==> src/rtl/core/cpf_pkg.sv <==
// Types, constants and the CRC-8 update function of the packet framer.
`default_nettype none

package cpf_pkg;

    localparam int unsigned WORD_W  = 16;
    localparam int unsigned COUNT_W = 7;
    localparam int unsigned BYTE_W  = 8;

    localparam logic [BYTE_W-1:0] HEAD0_BYTE     = 8'h55;
    localparam logic [BYTE_W-1:0] HEAD1_BYTE     = 8'hAA;
    localparam logic [BYTE_W-1:0] TAIL0_BYTE     = 8'h0D;
    localparam logic [BYTE_W-1:0] TAIL1_BYTE     = 8'h0A;
    localparam logic [BYTE_W-1:0] CRC_POLY       = 8'h1D;
    localparam logic [BYTE_W-1:0] CRC_INIT       = 8'hFF;
    localparam logic [BYTE_W-1:0] FRAME_OVERHEAD = 8'd7;

    // One emitted byte with its markers.
    typedef struct packed {
        logic [BYTE_W-1:0] frame_byte;
        logic              last_of_item;
        logic              end_of_frame;
    } beat_t;

    // Fold one byte into the CRC, MSB first, no reflection.
    function automatic logic [BYTE_W-1:0] crc8_update(
        input logic [BYTE_W-1:0] crc,
        input logic [BYTE_W-1:0] data
    );
        logic [BYTE_W-1:0] c;
        c = crc ^ data;
        for (int i = 0; i < BYTE_W; i++)
        begin
            if (c[BYTE_W-1])
                c = {c[BYTE_W-2:0], 1'b0} ^ CRC_POLY;
            else
                c = {c[BYTE_W-2:0], 1'b0};
        end
        return c;
    endfunction

endpackage

`default_nettype wire

==> src/rtl/core/cpf_out_stage.sv <==
// Output register stage: holds one byte request until the sink takes it.
`default_nettype none

module cpf_out_stage
    import cpf_pkg::*;
(
    input  wire logic  clk,
    input  wire logic  rst_n,
    input  wire logic  load,
    input  wire beat_t beat_in,
    output logic       free,
    output logic       byte_valid,
    input  wire logic  byte_ready,
    output beat_t      beat_out
);

    logic  valid_reg;
    logic  valid_next;
    beat_t beat_reg;

    // Free when empty or when the held request leaves this cycle.
    assign free       = !valid_reg || byte_ready;
    assign valid_next = load || (valid_reg && !byte_ready);

    // Hold valid state.
    always_ff @(posedge clk or negedge rst_n)
    begin
        if (!rst_n)
            valid_reg <= 1'b0;
        else
            valid_reg <= valid_next;
    end

    // Capture payload on load.
    always_ff @(posedge clk)
    begin
        if (load)
            beat_reg <= beat_in;
    end

    assign byte_valid = valid_reg;
    assign beat_out   = beat_reg;

endmodule

`default_nettype wire

==> src/rtl/core/crc8_packet_framer.sv <==
// Top level: CRC-8 packet framer, one frame byte per cycle while the sink is ready.
// Accepted items are held in the item registers; each byte is registered in the output stage.
// Throughput: one byte per cycle unless stalled; an item makes 2 to 9 frame bytes.
// A mid-frame word item makes two bytes; the next item is taken as its last byte is emitted.
// Reset: no item held, no byte pending, no frame open, CRC back at 0xFF.
`default_nettype none

module crc8_packet_framer
    import cpf_pkg::*;
#(
    parameter int unsigned MAX_WORDS = 124
)
(
    input  wire logic               clk,
    input  wire logic               rst_n,
    input  wire logic               item_valid,
    output logic                    item_ready,
    input  wire logic [WORD_W-1:0]  word_value,
    input  wire logic [COUNT_W-1:0] word_count,
    input  wire logic [BYTE_W-1:0]  message_code,
    output logic                    byte_valid,
    input  wire logic               byte_ready,
    output logic [BYTE_W-1:0]       frame_byte,
    output logic                    last_of_item,
    output logic                    end_of_frame
);

    typedef enum logic [3:0] {
        ST_HEAD0,
        ST_HEAD1,
        ST_LEN,
        ST_CODE,
        ST_WLO,
        ST_WHI,
        ST_CRC,
        ST_TAIL0,
        ST_TAIL1
    } step_t;

    localparam logic [COUNT_W-1:0] MAX_COUNT = COUNT_W'(MAX_WORDS);

    logic               cur_valid_reg;
    logic               cur_valid_next;
    step_t              step_reg;
    step_t              step_next;
    step_t              step_after;
    logic [WORD_W-1:0]  word_reg;
    logic [COUNT_W-1:0] count_reg;
    logic [BYTE_W-1:0]  code_reg;
    logic [BYTE_W-1:0]  crc_reg;
    logic [BYTE_W-1:0]  crc_next;
    logic [COUNT_W-1:0] words_remaining_reg;
    logic [COUNT_W-1:0] words_remaining_next;
    logic [COUNT_W-1:0] rem_dec;
    logic [COUNT_W-1:0] count_sat;
    logic               inside_frame;
    logic               out_free;
    logic               emit;
    logic               fold;
    logic               item_done;
    logic               load;
    beat_t              beat;
    beat_t              beat_out;

    assign emit     = cur_valid_reg && out_free;
    assign rem_dec  = words_remaining_reg - COUNT_W'(1);
    assign count_sat = (word_count > MAX_COUNT) ? MAX_COUNT : word_count;

    // Pick the byte for the current step and the step after it.
    always_comb
    begin
        beat.frame_byte   = HEAD0_BYTE;
        beat.end_of_frame = 1'b0;
        fold              = 1'b1;
        item_done         = 1'b0;
        step_after        = ST_HEAD0;
        unique case (step_reg)
            ST_HEAD0:
            begin
                beat.frame_byte = HEAD0_BYTE;
                step_after      = ST_HEAD1;
            end
            ST_HEAD1:
            begin
                beat.frame_byte = HEAD1_BYTE;
                step_after      = ST_LEN;
            end
            ST_LEN:
            begin
                beat.frame_byte = BYTE_W'({count_reg, 1'b0}) + FRAME_OVERHEAD;
                step_after      = ST_CODE;
            end
            ST_CODE:
            begin
                beat.frame_byte = code_reg;
                step_after      = (count_reg == '0) ? ST_CRC : ST_WLO;
            end
            ST_WLO:
            begin
                beat.frame_byte = word_reg[BYTE_W-1:0];
                step_after      = ST_WHI;
            end
            ST_WHI:
            begin
                beat.frame_byte = word_reg[WORD_W-1:BYTE_W];
                step_after      = ST_CRC;
                item_done       = (rem_dec != '0);
            end
            ST_CRC:
            begin
                beat.frame_byte = crc_reg;
                fold            = 1'b0;
                step_after      = ST_TAIL0;
            end
            ST_TAIL0:
            begin
                beat.frame_byte = TAIL0_BYTE;
                fold            = 1'b0;
                step_after      = ST_TAIL1;
            end
            ST_TAIL1:
            begin
                beat.frame_byte   = TAIL1_BYTE;
                beat.end_of_frame = 1'b1;
                fold              = 1'b0;
                item_done         = 1'b1;
            end
            default:
            begin
                beat.frame_byte = HEAD0_BYTE;
            end
        endcase
        beat.last_of_item = item_done;
    end

    // Advance frame state on each emitted byte.
    always_comb
    begin
        crc_next             = crc_reg;
        words_remaining_next = words_remaining_reg;
        if (emit)
        begin
            if (fold)
                crc_next = crc8_update(crc_reg, beat.frame_byte);
            else if (step_reg == ST_TAIL1)
                crc_next = CRC_INIT;
            if (step_reg == ST_CODE)
                words_remaining_next = count_reg;
            else if (step_reg == ST_WHI)
                words_remaining_next = rem_dec;
        end
    end

    // Take a new request when the item slot is empty or finishing now.
    assign item_ready   = !cur_valid_reg || (emit && item_done);
    assign load         = item_valid && item_ready;
    assign inside_frame = (words_remaining_next != '0);

    always_comb
    begin
        cur_valid_next = cur_valid_reg;
        step_next      = step_reg;
        if (emit)
        begin
            step_next = step_after;
            if (item_done)
                cur_valid_next = 1'b0;
        end
        if (load)
        begin
            cur_valid_next = 1'b1;
            step_next      = inside_frame ? ST_WLO : ST_HEAD0;
        end
    end

    // Hold control and frame state.
    always_ff @(posedge clk or negedge rst_n)
    begin
        if (!rst_n)
        begin
            cur_valid_reg       <= 1'b0;
            step_reg            <= ST_HEAD0;
            crc_reg             <= CRC_INIT;
            words_remaining_reg <= '0;
        end
        else
        begin
            cur_valid_reg       <= cur_valid_next;
            step_reg            <= step_next;
            crc_reg             <= crc_next;
            words_remaining_reg <= words_remaining_next;
        end
    end

    // Capture the item payload.
    always_ff @(posedge clk)
    begin
        if (load)
        begin
            word_reg  <= word_value;
            count_reg <= count_sat;
            code_reg  <= message_code;
        end
    end

    cpf_out_stage u_out_stage (
        .clk        (clk),
        .rst_n      (rst_n),
        .load       (emit),
        .beat_in    (beat),
        .free       (out_free),
        .byte_valid (byte_valid),
        .byte_ready (byte_ready),
        .beat_out   (beat_out)
    );

    assign frame_byte   = beat_out.frame_byte;
    assign last_of_item = beat_out.last_of_item;
    assign end_of_frame = beat_out.end_of_frame;

endmodule

`default_nettype wire

==> config.mk <==
export PLATFORM = sky130hd
export DESIGN_NAME = crc8_packet_framer
export DESIGN_NICKNAME = d
export VERILOG_FILES = /design/src/rtl/core/cpf_pkg.sv /design/src/rtl/core/cpf_out_stage.sv /design/src/rtl/core/crc8_packet_framer.sv
export SDC_FILE = /design/constraint.sdc
export NUM_CORES = 1
export LEC_CHECK = 0
export BUFFER_PORTS_ARGS = -buffer_cell sky130_fd_sc_hd__buf_2
export CAP_MARGIN = 20
export CORE_UTILIZATION = 45
export CTS_CLUSTER_DIAMETER = 150
export CTS_CLUSTER_SIZE = 25
export DETAILED_ROUTE_END_ITERATION = 10
export GPL_TIMING_DRIVEN = 0
export PLACE_DENSITY = 0.76
export REMOVE_ABC_BUFFERS = 1
export SKIP_CTS_REPAIR_TIMING = 1
export SLEW_MARGIN = 5
export SYNTH_ARGS = -nofsm -noshare
export SYNTH_HDL_FRONTEND = slang
export SYNTH_HIERARCHICAL = 1
export SYNTH_SLANG_ARGS = --single-unit
==> constraint.sdc <==
create_clock -name clk -period 4.6 [get_ports clk]
set_clock_uncertainty 0.05 [all_clocks]
set_input_delay 0.46 -clock clk [delete_from_list [all_inputs] [get_ports clk]]
set_output_delay 0.46 -clock clk [all_outputs]
set_load 0.02 [all_outputs]
==> results of run 1 <==
[cells by family (layout without fill, tap and decap cells)]
kind of cell / count (synthesis) / after routing / share of synthesized area, %
buf+inv: 38 / 79 / 5.04
compound gates: 81 / 81 / 16.2
simple gates: 87 / 87 / 15.0
mux: 4 / 4 / 1.16
xor+xnor: 27 / 27 / 11.8
flops: 62 / 62 / 49.4
fa+ha+maj: 4 / 4 / 1.40
[cells in the final DEF, fill, tap and decap left out, types with 7 or more instances in the layout]
cell type	netlist	routed
buf_2	6	46
edfxtp_1	41	41
a21oi_1	21	21
nor2_1	18	18
inv_1	15	15
dfrtp_1	13	13
nand2b_1	11	11
clkbuf_8	0	10
xnor3_1	9	9
nand2_1	8	8
o21ai_0	8	8
nor3_1	8	8
dfstp_2	8	8
xor2_1	7	7
a31oi_1	7	7
[final timing paths]
check | endpoint | slack (ns) | cells after the start
max | code_reg[2]$_DFFE_PN_ | 1.39 | 6
min | step_reg[2]$_DFFE_PN0P_ | 0.03 | 1
max reg2reg | code_reg[2]$_DFFE_PN_ | 1.39 | 6
min reg2reg | crc_reg[0]$_DFFE_PN1P_ | 0.48 | 2
max in group asynchronous | crc_reg[6]$_DFFE_PN1P_ | 4.11 | 1
min in group clk | word_reg[14]$_DFFE_PN_ | 0.24 | 1
[through the flow]
stage	cell area (um^2)	utilization (%)	hold WS, ns
CTS	3990	51.9	0.0345
global placement	3810	49.6	0.400
detailed placement	3830	49.8	0.406
floorplan	3450	-	0.114
global route	3990	51.9	0.0599
finish	3990	51.9	0.0268
[worst max-delay path: cells and delay by family, from the launching register on]
| family | cells | cell delay [ns] |
|---|---|---|
| AOI/OAI and AO/OA | 2 | 0.60 |
| buffers and inverters | 1 | 0.26 |
| DFF | 1 | 0.93 |
| and+or+nand+nor | 3 | 1.05 |
[metal layers]
layer | track usage (%) | part of all wire (%) | vias up
li1 | - | - | 1205
met1 | 24.8 | 48 | 1119
met2 | 26.2 | 46 | 66
met3 | 4.27 | 4.7 | 14
met4 | 7.41 | 1.8 | 0
met5 | 0 | 0 | -
[power by group through the flow]
stage / clock network (uW) / registers [uW] / logic (uW)
final: 404 / 1050 / 2080
after detailed placement: 0 / 1050 / 2080
after global routing: 442 / 1080 / 2260
after floorplan: 0 / 1050 / 1720
after CTS: 417 / 1040 / 2090
after global placement: 0 / 1050 / 2050
[layout make-up]
class | instances | area, um^2 | area share [%]
clock buffers | 14 | 153 | 3.83
clock inverters | 2 | 10.0 | 0.251
inverters | 16 | 60.1 | 1.51
multi-input cells | 203 | 1630 | 40.8
flip-flops and latches | 62 | 1770 | 44.3
well taps | 102 | 128 | 3.20
repair buffers | 47 | 245 | 6.15
==> flow_summary.json, run 1 <==
{
  "path_max_fanout": 33,
  "synth-seq-cells": 62,
  "rsz0062_at_grt": "no",
  "clk-insertion-delay-late_ns": 0.34,
  "grt_max_degree": 34,
  "cts_tree": "yes",
  "cts_buffers": 9,
  "path_cells": "nand4bb_1 > a31oi_1 > or2_1 > a21o_1 > and2_1 > buf_8",
  "clk_pin_slew_ns": 0.07,
  "die_width_um": 91.1,
  "yosysTopAreaCell": "edfxtp_1",
  "drt_wl_total_um": 6750,
  "core-area_um2": 7690,
  "r2r_start": "step_reg[2]$_DFFE_PN0P_",
  "powerDensity_nw_per_um2": 886,
  "min_path_type": "primary input to async pin",
  "max_freq_mhz": 311,
  "combPwrFrac_pct": 59.0,
  "fill_cells": 693,
  "grt_pass1_wl_um": 11300,
  "dp_slack_ns": 1.42,
  "netlist.area_leader.share_pct": 34.5,
  "dp_hpwl_um": 4810,
  "clock_sinks": 62,
  "maxCapViolations": 0,
  "status": "finished clean",
  "grt_usage_pct": 17.7,
  "yosys_warnings": 6,
  "p_switching_uw": 1270,
  "largest_reg_flops": 16,
  "avgSynthCellArea_um2": 11.8,
  "antenna_cells": 0,
  "total_power_uw": 3530,
  "critPathMaxStageDelay_ns": 0.93,
  "ys_top_cells_by_area": "edfxtp_1, dfrtp_1, dfstp_2",
  "drc": 0,
  "seq_area_frac_synth_pct": 49.4,
  "area_growth_pct": 11.6,
  "power_frac_clock_pct": 11.4,
  "firstDrtPassIters": 4,
  "fin_ws_ns": 1.39,
  "finalNetCount": 378,
  "vias": 2404,
  "grt_pass1_vias": 2219,
  "synth_edf_count": 41,
  "slew_headroom_pct": 37.0,
  "cts_root_buf": "clkbuf_8",
  "p_seq_share_pct": 29.6,
  "arrival_ns": 3.20,
  "setup.worst_path.start": "step_reg[2]$_DFFE_PN0P_",
  "yosys_most_used_dff": "edfxtp_1",
  "grt_overflow_total": 0,
  "yosys-top-cells-count": "edfxtp_1, a21oi_1, nor2_1",
  "leakagePower_uw": 0.00164,
  "ir_drop_mv": 0.390,
  "place_congestion": 0.801,
  "tns_ns": 0,
  "ant_nets": 0,
  "fp.dieH_um": 91.1,
  "wl_per_cell_um": 15.1,
  "required_ns": 4.59,
  "rows": 32,
  "worst_slew_pin_slew_ns": 0.944,
  "slowest_stage": "dfrtp_1",
  "crit_type": "register to register",
  "p_int_uw": 2260,
  "yosysMostFrequentCell": "edfxtp_1",
  "htree_levels": 3,
  "synthArstFlopShare_pct": 33.9,
  "finalCritPeriodShare_pct": 69.8,
  "cts.path.max_buffers": 2,
  "layout-drive-gt1-share_pct": 23.5,
  "dieArea_um2": 8300,
  "yosysUniqueCellTypes": 72,
  "io_pins": 47,
  "avgViaCountPerCell": 5.39,
  "drv_slew": 0,
  "dp.cells": 430,
  "end_kind": "register",
  "syn-cell-area_um2": 3570,
  "timing.final.crit_period_ns": 3.21,
  "synthCells": 303,
  "setup_viol": 0,
  "fin_cells": 446,
  "start_util_pct": 46.5,
  "sw_frac_of_total_pct": 36.1,
  "antenna_found_initial": 0,
  "drt-initial-drc-count": 211,
  "hold_viol_final": 0,
  "start_kind": "register",
  "port_buffers": 46
}
(Power assumes the default switching activity.)
==> inputs of run 2 (changes only) <==
clock period = 3.3 ns   (was 4.6 ns; I/O delays follow)
==> flow_summary.json, run 2 (synthesized netlist as in run 1, its figures left out) <==
{
  "vias": 2415,
  "timing.final.crit_period_ns": 3.05,
  "gr-usage-met2_pct": 26.2,
  "htree_levels": 3,
  "fill_cells": 692,
  "end_kind": "register",
  "antenna_found_initial": 0,
  "wl_per_cell_um": 15.2,
  "place_congestion": 0.801,
  "hold_viol_final": 0,
  "core-area_um2": 7690,
  "sw_frac_of_total_pct": 36.2,
  "min_path_type": "primary input to register",
  "p_switching_uw": 1780,
  "total_power_uw": 4940,
  "die_width_um": 91.1,
  "path_max_fanout": 23,
  "drc": 0,
  "setup.worst_path.start": "words_remaining_reg[0]$_DFF_PN0_",
  "clock_sinks": 62,
  "antenna_cells": 0,
  "dieArea_um2": 8300,
  "cts_root_buf": "clkbuf_8",
  "firstDrtPassIters": 4,
  "grt_use_met3_pct": 4.27,
  "grt_pass1_wl_um": 11300,
  "power_frac_clock_pct": 11.5,
  "grt_overflow_total": 0,
  "area_growth_pct": 12.2,
  "maxCapViolations": 0,
  "final_common_cell": "buf_2",
  "slew_headroom_pct": 45.5,
  "stdcell_area_um2": 4010,
  "layout-drive-gt1-share_pct": 24.6,
  "largest_reg_flops": 16,
  "required_ns": 3.29,
  "finalCritPeriodShare_pct": 92.4,
  "ant_nets": 0,
  "mostFrequentLayoutCells": "buf_2, edfxtp_1, a21oi_1, nor2_1, inv_1",
  "top_usage_layer": "met2",
  "ir_drop_mv": 0.543,
  "max_freq_mhz": 328,
  "worst_slew_pin_slew_ns": 0.818,
  "avgViaCountPerCell": 5.40,
  "p_seq_share_pct": 29.7,
  "powerDensity_nw_per_um2": 1230,
  "setup_viol": 0,
  "finalNetCount": 379,
  "start_util_pct": 46.5,
  "cts_buffers": 9,
  "rows": 32,
  "dp_slack_ns": 0.116,
  "cts_tree": "yes",
  "grt_usage_pct": 17.7,
  "cts.path.max_buffers": 2,
  "start_kind": "register",
  "grt_max_degree": 34,
  "leakagePower_uw": 0.00164,
  "arrival_ns": 3.04,
  "combPwrFrac_pct": 58.8,
  "reg2reg_depth": 8,
  "drv_slew": 0,
  "dpl-instance-area_um2": 3830,
  "hold_start": "word_value[14]",
  "r2r_start": "words_remaining_reg[0]$_DFF_PN0_",
  "drt-initial-drc-count": 213,
  "drt_wl_total_um": 6800,
  "worstHoldPathCells": 1,
  "crit_type": "register to register",
  "clk-insertion-delay-late_ns": 0.34,
  "grt_pass1_vias": 2219,
  "p_int_uw": 3150,
  "rsz0062_at_grt": "no",
  "fin_ws_ns": 0.250,
  "port_buffers": 46,
  "grt_util_met1_pct": 24.8,
  "fp.dieH_um": 91.1,
  "clk_pin_slew_ns": 0.07,
  "status": "finished clean",
  "dp_hpwl_um": 4810,
  "io_pins": 47
}
==> run 2: metrics by stage <==
stage	TNS [ns]	instances	util (%)	hold slack [ns]
after global placement	-7.50	429	49.6	0.270
after detailed placement	0	430	49.8	0.276
final	0	447	52.1	0.106
after global routing	0	447	52.1	0.0933
after floorplan	0	281	-	-0.0156
after CTS	0	446	51.9	-0.0955
==> run 2: layout make-up <==
| class | count | area [um^2] | share of cell area (%) |
|---|---|---|---|
| Sequential cell | 62 | 1770 | 44.2 |
| Multi-Input combinational cell | 203 | 1630 | 40.7 |
| Timing Repair Buffer | 48 | 255 | 6.37 |
| Clock buffer | 14 | 153 | 3.81 |
| Tap cell | 102 | 128 | 3.18 |
| Inverter | 16 | 60.1 | 1.50 |
| Clock inverter | 2 | 10.0 | 0.250 |
==> run 2: path summary, 6_finish.rpt <==
check	end	slack [ns]
worst max-delay path	code_reg[2]$_DFFE_PN_	0.25
worst min register to register	crc_reg[0]$_DFFE_PN1P_	0.48
worst max register to register	code_reg[2]$_DFFE_PN_	0.25
worst min-delay path	word_reg[14]$_DFFE_PN_	0.11
max in group asynchronous	step_reg[0]$_DFFE_PN0P_	2.39
min in group asynchronous	words_remaining_reg[0]$_DFF_PN0_	0.44
==> run 2: worst max-delay path, stage by stage, from the launching register on <==
cell	delay [ns]
dfrtp_1	0.41
or3_1	0.43
nor3_1	0.33
xnor2_1	0.11
a31oi_1	0.32
or2_1	0.18
a21o_1	0.18
and2_1	0.46
buf_8	0.26
==> run 2: routing by layer <==
| layer | wire length, um | up-vias |
|---|---|---|
| met1 | 3210 | 1121 |
| met2 | 3070 | 73 |
| met3 | 365 | 16 |
| li1 | - | 1205 |
| met5 | 0 | - |
| met4 | 153 | 0 |
==> run 2: power by group through the flow <==
| stage | combinational [uW] | sequential [uW] | clock [uW] |
|---|---|---|---|
| floorplan | 2400 | 1460 | 0 |
| global placement | 2860 | 1460 | 0 |
| detailed placement | 2910 | 1470 | 0 |
| CTS | 2910 | 1460 | 582 |
| global route | 3150 | 1520 | 616 |
| finish | 2900 | 1470 | 566 |
